[src/sv/srig_pkg.sv]
// ----------------------------------------------------------------------------
// srig_pkg
// shared widths, limits and the control word of the reversing cell chain
// ----------------------------------------------------------------------------
package srig_pkg;

  localparam int MAX_GROUP = 16;
  localparam int VALUE_W   = 32;
  localparam int IDX_W     = $clog2(MAX_GROUP);
  localparam int CNT_W     = $clog2(MAX_GROUP + 1);
  localparam int CFG_W     = 5;

  localparam logic [CFG_W-1:0] GROUP_RESET = CFG_W'(3);

  // per-cycle movement of the chain, same for every cell
  typedef struct packed {
    logic shift_up;    // cell i takes cell i-1, cell 0 takes the new request
    logic shift_down;  // cell i takes cell i+1
  } chain_ctl_t;

  // zero reads as one, anything above the chain length saturates
  function automatic logic [CNT_W-1:0] eff_group(input logic [CFG_W-1:0] size);
    logic [CNT_W-1:0] k;
    if (size == '0) begin
      k = CNT_W'(1);
    end else if (CNT_W'(size) > CNT_W'(MAX_GROUP) || size > CFG_W'(MAX_GROUP)) begin
      k = CNT_W'(MAX_GROUP);
    end else begin
      k = CNT_W'(size);
    end
    return k;
  endfunction

endpackage

[src/sv/srig_cell.sv]
// ----------------------------------------------------------------------------
// srig_cell
// one slot of the group buffer; moves its value up or down the chain
// ----------------------------------------------------------------------------
module srig_cell
  import srig_pkg::*;
(
  input  logic                      clk,
  input  chain_ctl_t                ctl,
  input  logic signed [VALUE_W-1:0] from_lower,
  input  logic signed [VALUE_W-1:0] from_upper,
  output logic signed [VALUE_W-1:0] value
);

  logic signed [VALUE_W-1:0] value_next;

  always_comb begin
    priority if (ctl.shift_up) begin
      value_next = from_lower;
    end else if (ctl.shift_down) begin
      value_next = from_upper;
    end else begin
      value_next = value;
    end
  end

  always_ff @(posedge clk) begin
    value <= value_next;
  end

endmodule

[src/sv/stream_reverse_in_groups.sv]
// ----------------------------------------------------------------------------
// stream_reverse_in_groups
// buffers a value stream and sends each full group back newest first
// ----------------------------------------------------------------------------
// Input channel in_valid/in_stall carries item_value and end_of_stream. Each
// request is pushed into a 16-cell chain. Once the chain holds group_size
// requests, the whole group is sent newest first; a partial group closed by
// end_of_stream is sent oldest first. Only these requests produce results;
// last_of_run marks the final result of each run.
// Output channel out_valid/out_stall carries out_value and last_of_run from
// one output register. One request is taken per cycle while a group fills,
// then one result per cycle while it drains and the receiver does not stall.
// A run's first result is registered once the drain state is entered and
// the output register is free. in_stall is high while a run drains. A
// stalled receiver freezes the drain; the last result may wait in the output
// register while new requests are taken. Reset (rst, synchronous) empties
// the buffer and sets group_size to 3; cfg_write loads group_size from
// cfg_data. Write only while the block is idle; the block does not check it.
// ----------------------------------------------------------------------------
module stream_reverse_in_groups
  import srig_pkg::*;
(
  input  logic                      clk,
  input  logic                      rst,
  input  logic                      in_valid,
  output logic                      in_stall,
  input  logic signed [VALUE_W-1:0] item_value,
  input  logic                      end_of_stream,
  output logic                      out_valid,
  input  logic                      out_stall,
  output logic signed [VALUE_W-1:0] out_value,
  output logic                      last_of_run,
  input  logic                      cfg_write,
  input  logic [CFG_W-1:0]          cfg_data
);

  typedef enum logic [1:0] {
    S_IDLE,
    S_REV,
    S_FWD
  } state_t;

  state_t               state;
  logic [CNT_W-1:0]     fill;
  logic [CNT_W-1:0]     remaining;
  logic [IDX_W-1:0]     tap;
  logic [CFG_W-1:0]     group_size;

  logic                      accept;
  logic                      out_free;
  logic                      emit;
  logic [CNT_W-1:0]          fill_inc;
  logic [CNT_W-1:0]          k;
  chain_ctl_t                ctl;
  logic signed [VALUE_W-1:0] cell_q [MAX_GROUP];
  logic signed [VALUE_W-1:0] tap_value;

  assign in_stall = (state != S_IDLE);
  assign accept   = in_valid && (state == S_IDLE);
  assign out_free = !out_valid || !out_stall;
  assign emit     = (state != S_IDLE) && out_free;
  assign fill_inc = fill + CNT_W'(1);
  assign k        = eff_group(group_size);

  assign ctl.shift_up   = accept || (emit && state == S_FWD);
  assign ctl.shift_down = emit && (state == S_REV);

  // newest sits in cell 0; a forward drain keeps the oldest at a fixed tap
  assign tap_value = (state == S_REV) ? cell_q[0] : cell_q[tap];

  for (genvar i = 0; i < MAX_GROUP; i++) begin : g_chain
    logic signed [VALUE_W-1:0] lower;
    logic signed [VALUE_W-1:0] upper;
    if (i == 0) begin : g_first
      assign lower = item_value;
    end else begin : g_mid_lo
      assign lower = cell_q[i-1];
    end
    if (i == MAX_GROUP - 1) begin : g_last
      assign upper = cell_q[i];
    end else begin : g_mid_hi
      assign upper = cell_q[i+1];
    end
    srig_cell u_cell (
      .clk        (clk),
      .ctl        (ctl),
      .from_lower (lower),
      .from_upper (upper),
      .value      (cell_q[i])
    );
  end

  always_ff @(posedge clk) begin
    if (rst) begin
      state      <= S_IDLE;
      fill       <= '0;
      remaining  <= '0;
      tap        <= '0;
      out_valid  <= 1'b0;
      group_size <= GROUP_RESET;
    end else begin
      if (cfg_write) begin
        group_size <= cfg_data;
      end
      unique case (state)
        S_IDLE: begin
          if (accept) begin
            if (fill_inc >= k) begin
              state     <= S_REV;
              remaining <= fill_inc;
              fill      <= '0;
            end else if (end_of_stream) begin
              state     <= S_FWD;
              remaining <= fill_inc;
              tap       <= fill[IDX_W-1:0];
              fill      <= '0;
            end else begin
              fill <= fill_inc;
            end
          end
        end
        S_REV, S_FWD: begin
          if (emit) begin
            remaining <= remaining - CNT_W'(1);
            if (remaining == CNT_W'(1)) begin
              state <= S_IDLE;
            end
          end
        end
        default: state <= S_IDLE;
      endcase
      if (emit) begin
        out_valid <= 1'b1;
      end else if (!out_stall) begin
        out_valid <= 1'b0;
      end
    end
  end

  always_ff @(posedge clk) begin
    if (emit) begin
      out_value   <= tap_value;
      last_of_run <= (remaining == CNT_W'(1));
    end
  end

  a_idle_empty_run: assert property (@(posedge clk) disable iff (rst)
    state == S_IDLE |-> remaining == '0 && fill < CNT_W'(MAX_GROUP))
    else $error("idle with a run pending or buffer overfull");

  a_final_result: assert property (@(posedge clk) disable iff (rst)
    emit && remaining == CNT_W'(1) |=> out_valid && last_of_run && state == S_IDLE)
    else $error("final result of a run not marked");

  a_mid_result: assert property (@(posedge clk) disable iff (rst)
    emit && remaining != CNT_W'(1) |=> out_valid && !last_of_run && state != S_IDLE)
    else $error("run ended early");

  a_partial_holds: assert property (@(posedge clk) disable iff (rst)
    accept && !end_of_stream && fill_inc < k && !cfg_write |=> state == S_IDLE &&
      fill == $past(fill_inc))
    else $error("partial group did not stay buffered");

endmodule

[config.mk]
export PLATFORM = sky130hd
export DESIGN_NAME = stream_reverse_in_groups
export DESIGN_NICKNAME = d
export VERILOG_FILES = /design/src/sv/srig_pkg.sv /design/src/sv/srig_cell.sv /design/src/sv/stream_reverse_in_groups.sv
export SDC_FILE = /design/constraint.sdc
export NUM_CORES = 1
export LEC_CHECK = 0
export ABC_CLOCK_PERIOD_IN_PS = 24700
export BUFFER_PORTS_ARGS = -buffer_cell sky130_fd_sc_hd__buf_2
export CORE_MARGIN = 3
export CORE_UTILIZATION = 68
export CTS_CLUSTER_SIZE = 8
export DETAILED_ROUTE_END_ITERATION = 6
export GPL_ROUTABILITY_DRIVEN = 0
export PLACE_DENSITY_LB_ADDON = 0.1
export SLEW_MARGIN = 10
export SYNTH_ARGS = -nofsm -noshare
export SYNTH_HDL_FRONTEND = slang
export SYNTH_SLANG_ARGS = --single-unit
export TNS_END_PERCENT = 100
[constraint.sdc]
create_clock -name clk -period 24.7 [get_ports clk]
set_input_delay 0 -clock clk [delete_from_list [all_inputs] [get_ports clk]]
set_output_delay 0 -clock clk [all_outputs]
set_load 0.02 [all_outputs]
==> results by group <==
Run
  – Max-Cap Viols: 0

Cells and area
  – Ant. Diodes: 0
  – Area of the multi-input gates: 9846 sq um
  – Layout cells sized above 1: 12.38%
  – Layout Area Growth over Synthesis: 10.17%
  – Layout fillers: 2510
  – Reg area: 16810 sq um
  – Net total in the final layout: 2652

Route
  – Vias per cell: 6.030
  – Mean routed wirelength per cell: 18.77 um
  – First drt pass iteration count: 6
  – Starting DRC count in detailed routing: 2517
  – Vias: 18950
  – # DRC: 0
  – Detail Route Antenna Nets: 0
  – Drt total wl: 59000 um

Logic synthesis
  – Seq cells post-synth: 567
  – Syn Std Cell Area: 27930 sq um
  – Synth Flop Type: edfxtp_1
  – Post-synthesis sequential area ratio: 60.17%
  – Mapped Cells: 2525
  – Library cells used by synthesis: 47
  – Largest family of logic cells by synthesized area: simple AND/OR/NAND/NOR gates
  – Post-synthesis mux area share: 11.79%
  – Synth Area in XOR/XNOR: 0.1254%
  – Post-Syn Area per Cell: 11.06 sq um
  – Async SR Flop Fraction: 0%
  – Adder-cell share of the synthesized area: 0.4928%
  – Post-synthesis compound-gate area fraction: 3.243%
  – Simple-gate portion of the synthesized area: 19.53%
  – Post-synth EDFFs: 545
  – Syn Nets: 2579
  – Yosys warns: 0

Global route
  – Maximum number of pins on one net before global-route repair: 322
  – First-pass GRT wire length: 95610 um
  – Initial antenna violation count: 0
  – Gr ovfl total: 0
  – Vias in the first global route: 18580
  – GRT Total Usage: 26.97%

Floorplan
  – Chip Height: 208.7 um
  – IO Count: 78
  – Chip width: 208.7 um
  – Core area: 40190 sq um
  – Site Rows: 73
  – Die area: 43540 sq um
  – Initial core utilization: 69.50%

Timing
  – Max Freq: 151.8 MHz
  – RSZ-0062 raised after global routing: false
  – Final Max Tran Viols: 0
  – Min Tclk post-route: 6.588 ns
  – Fin Clk Skew: 0.01587 ns
  – Final Setup Violations: 0
  – Max-Slew Margin vs Limit: 20.27%
  – Final hold violations: 0
  – Worst-Margin Slew: 1.196 ns
  – Final period utilization: 26.67%
  – Final hold slack: 0.2248 ns
  – Setup_tns: 0 ns

Setup path
  – End of the worst register-to-register path: g_chain[14].u_cell.value[15]
  – Crit start category: register
  – Max FO, Critical Path: 239
  – Critical path arrival: 6.79 ns
  – Reg2reg path depth: 11
  – RR Startpoint: state[0]
  – Crit path capture type: register
  – CP Data Required Time: 24.90 ns
  – Reg2reg setup slack: 18.11 ns
  – Critical path type: reg2reg

Hold path
  – Hold Path Stages: 4
  – Worst hold start: item_value[8]
  – HP Class: in2reg
  – WHS Endpoint: g_chain[0].u_cell.value[8]

Power
  – Maximum resistive drop on vdd: 0.08797 mV
  – Leakage: 12.59 nW
  – Pwr Density: 110.2 nW/um^2

CTS
  – CTS tree: yes
  – Clock Latency Late Sink: 0.60 ns
  – Max clock buf depth: 3
  – H-tree Lvls: 3
  – Root buf cell: clkbuf_16
  – Clock sinks: 567
  – Reg clk slew, reported paths: 0.05 ns
  – Number of buffers created by CTS: 80

Place
  – Port Buffer Count: 77
  – DP Wirelength: 31080 um

Run status
  – Status: complete, no violations
[area by class of cell]
class                   count  share of cell area, %
well taps                 525                  2.135
inverters                  46                 0.6221
clock inverters             5                 0.2521
clock buffers              97                  6.852
multi-input cells        1755                  32.00
flip-flops and latches    567                  54.65
repair buffers            148                  3.497
[cells in the mapped netlist (2+ instances only)]
master	n	share of area [%]
nand2_1	1397	19
edfxtp_1	545	59
mux4_2	128	10
buf_2	67	1.2
inv_1	44	0.59
buf_6	43	1.7
mux2i_1	41	1.5
o21ai_0	40	0.72
a221oi_1	33	1.0
o22ai_1	32	0.72
clkbuf_1	22	0.30
dfxtp_1	22	1.6
buf_4	19	0.51
nor2_1	17	0.23
ha_1	11	0.49
a21oi_1	10	0.18
buf_8	4	0.22
nor3_1	4	0.072
nand2b_1	3	0.067
nand3_1	3	0.054
nor3b_1	3	0.081
o21a_1	3	0.081
o21ai_1	3	0.054
xor2_1	3	0.094
a21o_1	2	0.054
nand4_1	2	0.045
nor2b_1	2	0.045
o32ai_1	2	0.063
or3b_2	2	0.063
[placed cells by master, fill, tap and decap left out, types with 15 or more instances in the layout]
cell type	count
o21ai_0	40
a221oi_1	33
buf_2	77
inv_1	44
dlygate4sd3_1	53
edfxtp_1	545
o22ai_1	32
nand2_1	1396
clkbuf_1	15
mux2i_1	41
mux4_2	128
nor2_1	17
dfxtp_1	19
buf_4	16
clkbuf_16	82
[worst max path at each step]
stage	from	endpoint	slack, ns	depth (start not counted)
floorplan	state[0]	g_chain[0].u_cell.value[0]	11.72	10
global placement	state[1]	g_chain[10].u_cell.value[13]	18.57	11
detailed placement	state[0]	g_chain[11].u_cell.value[13]	18.46	11
CTS	state[1]	g_chain[8].u_cell.value[13]	18.45	11
global route	state[1]	g_chain[6].u_cell.value[13]	17.82	11
finish	state[0]	g_chain[14].u_cell.value[15]	18.11	11
[logic make-up after synthesis]
family	Yosys count
AND/OR/NAND/NOR	1437
flip-flops	567
buffers and inverters	203
multiplexers	169
AO/OA/AOI/OAI	134
adder cells (fa/ha/maj)	11
XOR/XNOR	4
[registers in the layout, indices dropped and copies added (netlist names), 2 cells and up]
register and cells:
out_value 32, g_chain.u_cell.value 512, fill 5, state 2, group_size 5, tap 4, remaining 5
[stage by stage]
step | power [W] | cells | cell area (sq um) | setup slack, ns | util [%]
floorplan | 0.002310 | 2525 | 27930 | 11.72 | -
global route | 0.003573 | 3143 | 30770 | 17.82 | 76.57
global placement | 0.002355 | 2988 | 28050 | 18.57 | 69.81
detailed placement | 0.002406 | 2988 | 28050 | 18.46 | 69.81
finish | 0.003390 | 3143 | 30770 | 18.11 | 76.57
CTS | 0.003402 | 3143 | 30770 | 18.45 | 76.57
[worst max-delay path, cell delays in order (launching register included)]
cell,delay (ns)
dfxtp_1,0.36
inv_1,0.08
ha_1,0.29
a21o_2,0.26
inv_4,0.53
nand2_1,0.12
and2_4,0.40
buf_4,0.52
buf_12,0.35
nand2_4,1.07
buf_4,0.72
buf_12,0.74
[report_power, final]
part	internal [W]	switching, W	total, W	leakage [nW]
registers	0.00149	0.000199	0.00169	5.51
logic	0.000267	0.000461	0.000728	6.02
clock network	0.000592	0.000384	0.000976	1.06
total	0.00235	0.00104	0.00339	12.6
[routing by layer]
| metal | global-route usage [%] | routed length [um] | vias up |
|---|---|---|---|
| li1 | - | - | 8829 |
| met5 | 0 | 0 | - |
| met1 | 39.16 | 24090 | 9204 |
| met2 | 42.77 | 28760 | 782 |
| met3 | 4.654 | 4578 | 138 |
| met4 | 8.453 | 1574 | 0 |
[repair_timing]
item                                   4_1_cts  5_1_grt
buffers inserted                             0        0
endpoints found under the hold margin       53        0
gates resized for setup                      0        0
hold buffers                                53        0
Note: power is estimated with default switching activity, not from simulation.
